**config.mk**
```make
export PLATFORM = sky130hd
export DESIGN_NAME = ack_stx_etx_frame_receiver_unit_flat
export DESIGN_NICKNAME = d
export VERILOG_FILES = /design/src/design/sefr_pkg.sv /design/src/design/sefr_in_if.sv /design/src/design/sefr_out_if.sv /design/src/design/sefr_ram.sv /design/src/design/sefr_ctrl.sv /design/src/design/ack_stx_etx_frame_receiver_unit.sv /design/src/flat_wrapper.sv
export SDC_FILE = /design/constraint.sdc
export NUM_CORES = 2
export LEC_CHECK = 0
export BUFFER_PORTS_ARGS = -buffer_cell sky130_fd_sc_hd__buf_2
export CAP_MARGIN = 15
export CELL_PAD_IN_SITES_DETAIL_PLACEMENT = 2
export CELL_PAD_IN_SITES_GLOBAL_PLACEMENT = 2
export CORE_MARGIN = 5
export CORE_UTILIZATION = 30
export CTS_CLUSTER_SIZE = 10
export DETAILED_ROUTE_END_ITERATION = 6
export PLACE_DENSITY = 0.61
export SLEW_MARGIN = 0
export SYNTH_ARGS = -nofsm -noshare
export SYNTH_HDL_FRONTEND = slang
export SYNTH_SLANG_ARGS = --single-unit
```
**constraint.sdc**
```tcl
create_clock -name i_clk -period 3.32 [get_ports i_clk]
set_input_delay 0.664 -clock i_clk [delete_from_list [all_inputs] [get_ports i_clk]]
set_output_delay 0.664 -clock i_clk [all_outputs]
set_load 0.01 [all_outputs]
```
**src/design/sefr_pkg.sv**
```systemverilog
// Shared types and codes of the STX/ETX frame receiver.
// No dependencies; imported by the control, top level and checker.
package sefr_pkg;

    // receive phases
    localparam logic [1:0] PH_WAIT_ACK   = 2'd0;
    localparam logic [1:0] PH_WAIT_START = 2'd1;
    localparam logic [1:0] PH_HEADER     = 2'd2;
    localparam logic [1:0] PH_BODY       = 2'd3;

    // status codes
    localparam logic [2:0] EV_NONE     = 3'd0;
    localparam logic [2:0] EV_GOOD     = 3'd1;
    localparam logic [2:0] EV_BAD_END  = 3'd2;
    localparam logic [2:0] EV_BAD_BCC  = 3'd3;
    localparam logic [2:0] EV_OVERFLOW = 3'd4;

    // function select
    localparam logic FN_RECEIVE = 1'b0;
    localparam logic FN_READ    = 1'b1;

    // configuration register indexes
    localparam logic [1:0] CFG_ACK   = 2'd0;
    localparam logic [1:0] CFG_START = 2'd1;
    localparam logic [1:0] CFG_END   = 2'd2;

    // reset values of the configuration registers
    localparam logic [7:0] ACK_RESET   = 8'd6;
    localparam logic [7:0] START_RESET = 8'd2;
    localparam logic [7:0] END_RESET   = 8'd3;

    // header geometry: the length byte sits at this index
    localparam logic [8:0] LEN_INDEX = 9'd3;
    // body count is length plus this trailer size (end byte and check byte)
    localparam logic [7:0] TRAILER_BYTES = 8'd2;

    // status of one step, as reported with each result beat
    typedef struct packed {
        logic [2:0] event_code;
        logic [8:0] frame_length;
        logic [1:0] phase;
    } t_step;

endpackage

```
**src/design/sefr_in_if.sv**
```systemverilog
// Input channel of the frame receiver: valid/ready handshake plus request payload.
// No dependencies.
interface sefr_in_if;
    logic       valid;
    logic       ready;
    logic       func;
    logic [7:0] rx_byte;
    logic [7:0] read_index;

    modport source (output valid, func, rx_byte, read_index, input ready);
    modport sink   (input valid, func, rx_byte, read_index, output ready);
endinterface

```
**src/design/sefr_out_if.sv**
```systemverilog
// Result channel of the frame receiver: valid/ready handshake plus status payload.
// No dependencies.
interface sefr_out_if;
    logic       valid;
    logic       ready;
    logic [2:0] event_code;
    logic [8:0] frame_length;
    logic [7:0] read_data;
    logic [1:0] phase;

    modport source (output valid, event_code, frame_length, read_data, phase, input ready);
    modport sink   (input valid, event_code, frame_length, read_data, phase, output ready);
endinterface

```
**src/design/sefr_ram.sv**
```systemverilog
// Generic single-write, single-read RAM with registered read data.
// No dependencies.
module sefr_ram #(
    parameter int WIDTH = 8,
    parameter int DEPTH = 256
) (
    input  logic                     i_clk,
    input  logic                     i_we,
    input  logic [$clog2(DEPTH)-1:0] i_waddr,
    input  logic [WIDTH-1:0]         i_wdata,
    input  logic                     i_re,
    input  logic [$clog2(DEPTH)-1:0] i_raddr,
    output logic [WIDTH-1:0]         o_rdata
);
    logic [WIDTH-1:0] r_mem [DEPTH];
    logic [WIDTH-1:0] r_rdata;

    // write port
    always_ff @(posedge i_clk) begin
        if (i_we) begin
            r_mem[i_waddr] <= i_wdata;
        end
    end

    // registered read, held while not enabled
    always_ff @(posedge i_clk) begin
        if (i_re) begin
            r_rdata <= r_mem[i_raddr];
        end
    end

    assign o_rdata = r_rdata;
endmodule

```
**src/design/sefr_ctrl.sv**
```systemverilog
// Receive sequencer of the frame receiver: phase, counts, running XOR, config registers.
// Depends on sefr_pkg; drives the store write port and the per-beat status.
module sefr_ctrl
    import sefr_pkg::*;
#(
    parameter int STORE_DEPTH = 256
) (
    input  logic       i_clk,
    input  logic       i_rst_n,
    input  logic       i_cfg_we,
    input  logic [1:0] i_cfg_index,
    input  logic [7:0] i_cfg_data,
    input  logic       i_fire,
    input  logic [7:0] i_rx_byte,
    output logic       o_wr_en,
    output logic [8:0] o_wr_count,
    output t_step      o_step
);
    logic [7:0] r_ack_code, r_start_code, r_end_code;
    logic [1:0] r_phase, n_phase;
    logic [8:0] r_byte_count, n_byte_count;
    logic [7:0] r_remaining, n_remaining;
    logic [7:0] r_xor, n_xor;
    logic [7:0] r_last, n_last;
    logic [2:0] w_event;
    logic       w_wr_en;
    logic       w_full;

    // configuration writes
    always_ff @(posedge i_clk) begin
        if (!i_rst_n) begin
            r_ack_code   <= ACK_RESET;
            r_start_code <= START_RESET;
            r_end_code   <= END_RESET;
        end else if (i_cfg_we) begin
            unique case (i_cfg_index)
                CFG_ACK:   r_ack_code   <= i_cfg_data;
                CFG_START: r_start_code <= i_cfg_data;
                CFG_END:   r_end_code   <= i_cfg_data;
                default: ;
            endcase
        end
    end

    // store is full once the count reaches the depth
    assign w_full = (32'(r_byte_count) >= STORE_DEPTH);

    // next-state logic for one received byte
    always_comb begin
        n_phase      = r_phase;
        n_byte_count = r_byte_count;
        n_remaining  = r_remaining;
        n_xor        = r_xor;
        n_last       = r_last;
        w_event      = EV_NONE;
        w_wr_en      = 1'b0;
        if (i_fire) begin
            if (r_phase == PH_WAIT_ACK) begin
                if (i_rx_byte == r_ack_code) begin
                    n_byte_count = '0;
                    n_xor        = '0;
                    n_phase      = PH_WAIT_START;
                end
            end else if (w_full) begin
                // drop the frame
                w_event = EV_OVERFLOW;
                n_phase = PH_WAIT_ACK;
            end else begin
                w_wr_en      = 1'b1;
                n_byte_count = 9'(r_byte_count + 9'd1);
                n_xor        = r_xor ^ i_rx_byte;
                n_last       = i_rx_byte;
                unique case (r_phase)
                    PH_WAIT_START: begin
                        n_phase = (i_rx_byte == r_start_code) ? PH_HEADER : PH_WAIT_ACK;
                    end
                    PH_HEADER: begin
                        if (r_byte_count == LEN_INDEX) begin
                            n_remaining = 8'(i_rx_byte + TRAILER_BYTES);
                            n_phase     = PH_BODY;
                        end
                    end
                    PH_BODY: begin
                        n_remaining = 8'(r_remaining - 8'd1);
                        if (n_remaining == 8'd0) begin
                            // previous stored byte must be the end byte
                            if (r_last != r_end_code) begin
                                w_event = EV_BAD_END;
                            end else if (i_rx_byte != r_xor) begin
                                w_event = EV_BAD_BCC;
                            end else begin
                                w_event = EV_GOOD;
                            end
                            n_phase = PH_WAIT_ACK;
                        end
                    end
                    default: ;
                endcase
            end
        end
    end

    // control state
    always_ff @(posedge i_clk) begin
        if (!i_rst_n) begin
            r_phase      <= PH_WAIT_ACK;
            r_byte_count <= '0;
            r_remaining  <= '0;
            r_xor        <= '0;
        end else begin
            r_phase      <= n_phase;
            r_byte_count <= n_byte_count;
            r_remaining  <= n_remaining;
            r_xor        <= n_xor;
        end
    end

    // last stored byte, payload only
    always_ff @(posedge i_clk) begin
        r_last <= n_last;
    end

    assign o_wr_en             = w_wr_en;
    assign o_wr_count          = r_byte_count;
    assign o_step.event_code   = w_event;
    assign o_step.frame_length = n_byte_count;
    assign o_step.phase        = n_phase;
endmodule

```
**src/design/ack_stx_etx_frame_receiver_unit.sv**
```systemverilog
// Acknowledged STX/ETX frame receiver with XOR block check and a frame store.
// A result beat passes from stage 1, where the store read is registered, to the output
// register. Throughput: one beat per cycle while the output is not stalled;
// the sequencer updates its state once per accepted byte.
// Reset clears phase, counts, XOR and pipeline valids and restores the config defaults;
// the frame store has no reset and needs no clearing pass.
module ack_stx_etx_frame_receiver_unit
    import sefr_pkg::*;
#(
    parameter int STORE_DEPTH = 256
) (
    input  logic       i_clk,
    input  logic       i_rst_n,
    input  logic       i_cfg_we,
    input  logic [1:0] i_cfg_index,
    input  logic [7:0] i_cfg_data,
    sefr_in_if.sink    i_in,
    sefr_out_if.source o_out
);
    localparam int ADDR_W = $clog2(STORE_DEPTH);

    logic              w_accept;
    logic              w_fire;
    logic              w_read;
    logic              w_s1_adv;
    logic              w_wr_en;
    logic [8:0]        w_wr_count;
    logic [31:0]       w_wr_wide;
    logic [31:0]       w_rd_wide;
    logic              w_rd_in_range;
    logic [7:0]        w_rdata;
    t_step             w_step;

    logic              r_s1_valid;
    t_step             r_s1_step;
    logic              r_s1_rd;
    logic              r_out_valid;
    t_step             r_out_step;
    logic [7:0]        r_out_data;

    // handshake
    assign w_s1_adv   = !r_out_valid || o_out.ready;
    assign i_in.ready = !r_s1_valid || w_s1_adv;
    assign w_accept   = i_in.valid && i_in.ready;
    assign w_fire     = w_accept && (i_in.func == FN_RECEIVE);
    assign w_read     = w_accept && (i_in.func == FN_READ);

    // store addressing
    assign w_wr_wide     = 32'(w_wr_count);
    assign w_rd_wide     = 32'(i_in.read_index);
    assign w_rd_in_range = (w_rd_wide < STORE_DEPTH);

    sefr_ctrl #(
        .STORE_DEPTH(STORE_DEPTH)
    ) u_ctrl (
        .i_clk       (i_clk),
        .i_rst_n     (i_rst_n),
        .i_cfg_we    (i_cfg_we),
        .i_cfg_index (i_cfg_index),
        .i_cfg_data  (i_cfg_data),
        .i_fire      (w_fire),
        .i_rx_byte   (i_in.rx_byte),
        .o_wr_en     (w_wr_en),
        .o_wr_count  (w_wr_count),
        .o_step      (w_step)
    );

    sefr_ram #(
        .WIDTH(8),
        .DEPTH(STORE_DEPTH)
    ) u_store (
        .i_clk   (i_clk),
        .i_we    (w_wr_en),
        .i_waddr (w_wr_wide[ADDR_W-1:0]),
        .i_wdata (i_in.rx_byte),
        .i_re    (w_read && w_rd_in_range),
        .i_raddr (w_rd_wide[ADDR_W-1:0]),
        .o_rdata (w_rdata)
    );

    // stage 1 valid: hold while the output register is blocked
    always_ff @(posedge i_clk) begin
        if (!i_rst_n) begin
            r_s1_valid <= 1'b0;
        end else if (w_accept) begin
            r_s1_valid <= 1'b1;
        end else if (w_s1_adv) begin
            r_s1_valid <= 1'b0;
        end
    end

    // stage 1 payload
    always_ff @(posedge i_clk) begin
        if (w_accept) begin
            r_s1_step <= w_step;
            r_s1_rd   <= w_read && w_rd_in_range;
        end
    end

    // output register valid
    always_ff @(posedge i_clk) begin
        if (!i_rst_n) begin
            r_out_valid <= 1'b0;
        end else if (w_s1_adv) begin
            r_out_valid <= r_s1_valid;
        end
    end

    // output register payload; store data lands here
    always_ff @(posedge i_clk) begin
        if (w_s1_adv && r_s1_valid) begin
            r_out_step <= r_s1_step;
            r_out_data <= r_s1_rd ? w_rdata : 8'd0;
        end
    end

    assign o_out.valid        = r_out_valid;
    assign o_out.event_code   = r_out_step.event_code;
    assign o_out.frame_length = r_out_step.frame_length;
    assign o_out.phase        = r_out_step.phase;
    assign o_out.read_data    = r_out_data;
endmodule

```
**src/flat_wrapper.sv**
```systemverilog
// flat-port wrapper written by rule: the top's interface ports become plain ports
module ack_stx_etx_frame_receiver_unit_flat import sefr_pkg::*;
#(
    parameter int STORE_DEPTH = 256
)
  (i_clk, i_rst_n, i_cfg_we, i_cfg_index, i_cfg_data, i_in_valid, i_in_func, i_in_rx_byte, i_in_read_index, i_in_ready, o_out_valid, o_out_event_code, o_out_frame_length, o_out_read_data, o_out_phase, o_out_ready);
  sefr_in_if i_in_i ();
  sefr_out_if o_out_i ();
  input  logic i_clk;
  input  logic i_rst_n;
  input  logic i_cfg_we;
  input  logic [1:0] i_cfg_index;
  input  logic [7:0] i_cfg_data;
  input wire logic [$bits(i_in_i.valid)-1:0] i_in_valid;
  input wire logic [$bits(i_in_i.func)-1:0] i_in_func;
  input wire logic [$bits(i_in_i.rx_byte)-1:0] i_in_rx_byte;
  input wire logic [$bits(i_in_i.read_index)-1:0] i_in_read_index;
  output wire logic [$bits(i_in_i.ready)-1:0] i_in_ready;
  output wire logic [$bits(o_out_i.valid)-1:0] o_out_valid;
  output wire logic [$bits(o_out_i.event_code)-1:0] o_out_event_code;
  output wire logic [$bits(o_out_i.frame_length)-1:0] o_out_frame_length;
  output wire logic [$bits(o_out_i.read_data)-1:0] o_out_read_data;
  output wire logic [$bits(o_out_i.phase)-1:0] o_out_phase;
  input wire logic [$bits(o_out_i.ready)-1:0] o_out_ready;
  assign i_in_i.valid = i_in_valid;
  assign i_in_i.func = i_in_func;
  assign i_in_i.rx_byte = i_in_rx_byte;
  assign i_in_i.read_index = i_in_read_index;
  assign i_in_ready = i_in_i.ready;
  assign o_out_valid = o_out_i.valid;
  assign o_out_event_code = o_out_i.event_code;
  assign o_out_frame_length = o_out_i.frame_length;
  assign o_out_read_data = o_out_i.read_data;
  assign o_out_phase = o_out_i.phase;
  assign o_out_i.ready = o_out_ready;
  ack_stx_etx_frame_receiver_unit #(.STORE_DEPTH(STORE_DEPTH)) u_core (.i_clk(i_clk), .i_rst_n(i_rst_n), .i_cfg_we(i_cfg_we), .i_cfg_index(i_cfg_index), .i_cfg_data(i_cfg_data), .i_in(i_in_i), .o_out(o_out_i));
endmodule
```
# Word level (Yosys, flattened, before mapping)
# Memories as Yosys holds them, arrays and structs flattened. A register that Yosys moved wholly into a read port is not among the register bits.
# Index checks and enable logic that the tools add are counted.
# classes
n_lt_le_gt_ge	2
muxes	29
bitwise	7
n_eq_ne	13
n_reduce_logical	23
add_sub_neg	3
# op_table
cell	count
2-to-1 mux 9 bit	4
2-to-1 mux 8 bit	4
2-to-1 mux 2 bit	11
== test 8 bit	2
!= test 8 bit	2
case mux 8 bit (2 select lines)	1
adder 9 x 1 -> 9 bit (second input constant)	1
== test 9 x 2 -> 1 bit (second input constant)	1
>= comparator 9 bit (second input constant)	1
< comparator 8 x 9 -> 1 bit (second input constant)	1
adder 8 x 2 -> 8 bit (second input constant)	1
zero test 8 bit	1
subtractor 8 x 1 -> 8 bit (second input constant)	1
XOR 8 bit	1
2-to-1 mux 1 bit	7
== test 2 bit (second input constant)	3
inverter 1 bit	6
case mux 2 bit (3 select lines)	1
AND reduction 2 bit	3
AND reduction 3 bit	2
OR reduction 6 bit	1
logical AND 1 bit	5
AND reduction 5 bit	1
OR reduction 5 bit	1
9 further kinds	15
# totals
mem_count	1
elab_cells	98
inputBits	32
mem_bits_rw	2048
reg_bits	98
output_inout_bits	24
# memory_table
memory	words	word_bits	read_ports	rd_ports_with_merged_regs	write_ports	line_no	source
u_core.u_store.r_mem	256	8	1	1	1	sefr_ram.sv:15	logic [WIDTH-1:0] r_mem [DEPTH];

# Logic depth before layout (Yosys ltp)
# depth
word_depth	8
depth_mapped	12
depth_no_buf	8

# By module
# Synthesis repeated with hierarchy kept, for this count alone.
# unflattened
cells_unflattened	4152
area_unflattened_um2	84088.1
# by_module_without_submodules
module	area_each_um2	n_inst	cells_per_inst	seq_area_each_um2
sefr_ram	79636.4	1	3733	61739.2
sefr_ctrl	3188.1	1	363	1261.2
ack_stx_etx_frame_receiver_unit	1263.7	1	56	1151.1

# Least setup slack after synthesis
# OpenSTA, ideal clock, no wires.
# synth_timing
kind	input port to flip-flop
startpoint	in o_out_ready
endpoint	mem u_core.u_store.r_mem[240][0] (enable)
t_arrival_ps	2532
cell_stages	8
required_time_ps	2950
setup_time_ps	370
path_buffers	2
path_slack_ps	418
cell_sequence	and3b_1 nor4_1 nand2_1 inv_1 buf_2 buf_4 nand2_1 nor2_1
# synth_via
elab_chain_cells	7
# synth_rtl
element	line_no	source
from (decl)	flat_wrapper.sv:24	input wire logic [$bits(o_out_i.ready)-1:0] o_out_ready;
logical OR 1 bit	ack_stx_etx_frame_receiver_unit.sv:42	assign w_s1_adv = !r_out_valid || o_out.ready;
logical OR 1 bit	ack_stx_etx_frame_receiver_unit.sv:43	assign i_in.ready = !r_s1_valid || w_s1_adv;
logical AND 1 bit	ack_stx_etx_frame_receiver_unit.sv:44	assign w_accept = i_in.valid && i_in.ready;
logical AND 1 bit	ack_stx_etx_frame_receiver_unit.sv:45	assign w_fire = w_accept && (i_in.func == FN_RECEIVE);
2-to-1 mux 1 bit	sefr_ctrl.sv:57	if (i_fire) begin
2-to-1 mux 1 bit	sefr_ram.sv:20	if (i_we) begin
2-to-1 mux 1 bit (implied by the code)	sefr_ram.sv:21	r_mem[i_waddr] <= i_wdata;
to (decl)	sefr_ram.sv:15	
# No other way between the ends.

# Worst setup path in the final report
# layout_timing
startpoint	reg u_core.u_ctrl.r_byte_count[4] (netlist: u_core.u_ctrl.o_wr_count[4])
endpoint	mem u_core.u_store.r_mem[53][2] (enable)
# layout_via
elab_chain_cells	6
# layout_rtl
element	line_no	source
from (decl)	sefr_ctrl.sv:21	logic [8:0] r_byte_count, n_byte_count;
from (signal assigned)	sefr_ctrl.sv:112	r_byte_count <= n_byte_count;
>= comparator 9 bit	sefr_ctrl.sv:46	assign w_full = (32'(r_byte_count) >= STORE_DEPTH);
2-to-1 mux 1 bit	sefr_ctrl.sv:64	end else if (w_full) begin
2-to-1 mux 1 bit	sefr_ctrl.sv:58	if (r_phase == PH_WAIT_ACK) begin
2-to-1 mux 1 bit	sefr_ctrl.sv:57	
2-to-1 mux 1 bit	sefr_ram.sv:20	
2-to-1 mux 1 bit (implied by the code)	sefr_ram.sv:21	
# Several ways; a longest one is shown, not always the timed one.

==> impl_metrics.py <==
metrics = {
    "grt": {
        "antenna_found_initial": 15,
        "overflow": 0,
        "first_global_vias": 50100,
        "grt_max_degree": 151,
        "track_usage": 0.180,
        "grt_pass1_wl_mm": 384,
    },
    "clocking": {
        "clkSinkCount": 2154,
        "clock-root-buffer": "clkbuf_16",
        "cts_inserted_buffers": 246,
        "insertion_delay_ps": 950,
        "cts.clk_slew.worst_paths_ps": 60,
        "h-tree-depth": 4,
        "cts_tree": "yes",
        "cts_max_path_buffers": 4,
    },
    "setup_path": {
        "path_class": "register to register",
        "cp.arrival_ps": 3590,
        "startpoint_type": "register",
        "crit_required_ps": 3900,
        "crit_path_end_kind": "register",
        "crit_fanout": 12,
    },
    "synthesis": {
        "ys_seq_area_frac": 0.758,
        "syn_inst": 4270,
        "syn_area_per_cell_um2": 19.8,
        "synth_seq_cells": 2154,
        "synth_top_family_by_area": "multiplexers",
        "synth_cell_types": 73,
        "synth_flop_cell": "edfxtp_1",
        "postSynthNetCount": 4309,
        "yosys.area_share.simple": 0.0368,
        "synth-adder-area-share": 0.00103,
        "synthArstFlopShare": 0,
        "ys_warn_count": 0,
        "synth_area_mm2": 0.0847,
        "synth-compound-area-share": 0.0405,
        "synth-xor-area-share": 0.00403,
        "synthMuxAreaShare": 0.140,
        "synth-edff-count": 2101,
    },
    "sta": {
        "setup_tns_ps": 0,
        "post-route-min-period_ps": 3010,
        "worst_slew_pin_slew_ps": 1020,
        "layout_setup_ws_ps": 311,
        "timing.final.crit_share": 0.906,
        "drv_slew": 0,
        "skew_ps": 73.4,
        "grt_setup_unrepaired": "no",
        "finalSetupViolCount": 0,
        "maxSlewHeadroom": 0.321,
        "hold_viol": 0,
        "fmax_mhz": 332,
    },
    "placement": {
        "place_inst": 8469,
        "port_buffers": 55,
        "hpwl_mm": 177,
        "pre_cts_ws_ps": -579,
        "gp_congestion": 0.810,
        "place_area_mm2": 0.0940,
    },
    "route": {
        "dr.pass1.iters": 6,
        "drt_iter0_markers": 4518,
        "drc": 0,
        "routed_wl_mm": 269,
        "viasPerCell": 5.22,
        "drtAntennaViolNets": 0,
        "wl_per_cell_um": 30.6,
        "vias": 45800,
    },
    "worst_hold_path": {
        "holdCritPathClass": "primary input to register",
    },
    "cells_and_area": {
        "layoutNonFillerInstCount": 8780,
        "area_growth_pct": 18.8,
        "stdcell_area_mm2": 0.101,
        "n_fill_cell": 27500,
        "final_nets": 5016,
        "final_layout_size_suffix_gt1_frac": 0.278,
    },
    "floorplanning": {
        "die_w_um": 541,
        "die_h_um": 541,
        "dieArea_mm2": 0.293,
        "core_area_mm2": 0.282,
        "start_util": 0.301,
        "io_pins": 56,
        "placement_rows": 195,
    },
    "job": {
        "drv_cap": 0,
    },
    "pwr": {
        "ir_worst_vdd_mv": 0.514,
        "p_leak_uw": 0.0325,
        "p_per_area_mw_per_mm2": 563,
    },
    "outcome": {
        "status": "completed",
    },
}
-- what timing repair did --
action	in CTS	in global routing
hold buffers	3	0
endpoints found under the hold margin	5	0
gates resized for setup	0	0
setup buffers	0	0
-- worst max-delay path: stages, from the launching register on --
cell     delay (ps)
dfxtp_1         730
nand3_1         680
or3_1           760
nor2_1          250
buf_4           230
-- metal layers --
layer,vias up,GRT usage,routed length (um)
met5,-,0,8
met4,2,0.0496,7300
met3,360,0.0279,15400
met2,1467,0.304,133000
met1,25100,0.243,113000
li1,18900,-,-
-- sequential cells by signal (all words and copies together), names as in the netlist, 8 cells and up --
name and cells:
u_core.u_ctrl.r_end_code 8, u_core.o_out.read_data 8, u_core.u_ctrl.r_xor 8, u_core.u_store.r_mem 2048
u_core.r_s1_step 14, u_core.u_ctrl.r_remaining 8, u_core.o_out.frame_length 9, u_core.u_ctrl.r_start_code 8
u_core.u_ctrl.o_wr_count 9, u_core.u_store.o_rdata 8, u_core.u_ctrl.r_ack_code 8, u_core.u_ctrl.r_last 8
-- metrics by stage --
stage	hold slack (ps)	util	power, uW
global route	36.7	0.357	58600
global placement	412	0.334	33500
floorplan	400	-	31900
detailed placement	412	0.334	33600
finish	60.3	0.357	56700
CTS	0.666	0.357	57400
-- power breakdown --
| group | leakage [uW] | internal, uW | switching [uW] |
|---|---|---|---|
| clock | 0.00321 | 13400 | 10300 |
| combinational | 0.00995 | 1160 | 1920 |
| sequential | 0.0193 | 29900 | 34.8 |
-- cells by family (layout without fill, tap and decap cells) --
logic type               after synthesis  in the layout
AO/OA/AOI/OAI                        494            494
AND/OR/NAND/NOR                      655            655
adder cells (fa/ha/maj)                7              7
other                                  0              4
flip-flops                          2154           2154
buffers and inverters                275           1038
XOR/XNOR                              39             39
multiplexers                         646            646
-- final cells by class --
| class | count | area [um2] | share of cell area |
|---|---|---|---|
| clock buffers | 286 | 6340 | 0.0630 |
| inverters | 17 | 65.1 | 0.000647 |
| repair buffers | 717 | 6260 | 0.0622 |
| diodes | 4 | 10.0 | 0.0000995 |
| clock inverters | 18 | 250 | 0.00249 |
| flip-flops and latches | 2154 | 64200 | 0.637 |
| multi-input cells | 1841 | 18900 | 0.188 |
| well taps | 3743 | 4680 | 0.0465 |
-- synth_stat cells (15+ instances only) --
master | count | area share
a21oi_1 | 105 | 0.0062
nor2b_1 | 41 | 0.0030
o221ai_1 | 56 | 0.0058
mux2i_1 | 222 | 0.026
nand3_1 | 38 | 0.0022
o21ai_0 | 55 | 0.0033
nor2_1 | 306 | 0.014
buf_8 | 26 | 0.0046
xor2_1 | 20 | 0.0021
inv_1 | 17 | 0.00075
a22oi_1 | 107 | 0.0095
edfxtp_1 | 2101 | 0.75
nand2_1 | 93 | 0.0041
mux4_1 | 38 | 0.012
xnor2_1 | 19 | 0.0020
nand3b_1 | 22 | 0.0020
buf_4 | 20 | 0.0018
a22o_1 | 24 | 0.0025
o22ai_1 | 26 | 0.0019
nor3_1 | 37 | 0.0022
a21boi_0 | 15 | 0.0013
nor4_1 | 22 | 0.0016
dfxtp_1 | 53 | 0.013
mux4_2 | 379 | 0.10
buf_2 | 71 | 0.0042
buf_6 | 24 | 0.0032
clkbuf_1 | 107 | 0.0047
and2_1 | 25 | 0.0018
-- path summary, 6_finish.rpt --
path                                from                      endpoint  slack [ps]  cells past startpoint
max          u_core.u_ctrl.o_wr_count[4]   u_core.u_store.r_mem[53][2]         310                      4
min                        i_cfg_data[7]   u_core.u_ctrl.r_end_code[7]          60                      3
max reg2reg  u_core.u_ctrl.o_wr_count[4]   u_core.u_store.r_mem[53][2]         310                      4
min reg2reg          u_core.r_s1_step[2]  u_core.o_out.frame_length[0]         440                      0
-- cells in the final DEF, fill, tap and decap left out, drive strengths merged, types with 6 or more instances in the layout --
cell type	Yosys	layout
edfxtp	2101	2101
buf	150	714
mux4	417	417
nor2	306	306
clkbuf	108	286
mux2i	222	222
a22oi	107	107
a21oi	105	105
nand2	93	93
o221ai	56	56
o21ai	55	55
dfxtp	53	53
nand3	44	44
nor2b	41	41
nor3	38	38
and2	27	27
o22ai	26	26
a22o	24	24
nor4	24	24
nand3b	22	22
xor2	20	20
xnor2	19	19
inv	17	18
a21boi	16	16
clkinv	0	15
a211oi	14	14
a221oi	14	14
o211ai	13	13
nand2b	12	12
a21o	11	11
a31oi	11	11
nand4	10	10
o31ai	8	8
or3	7	7
o32ai	7	7
a311oi	7	7
mux2	7	7
ha	7	7
or2	6	6
Power figures use the tool's default switching activity.
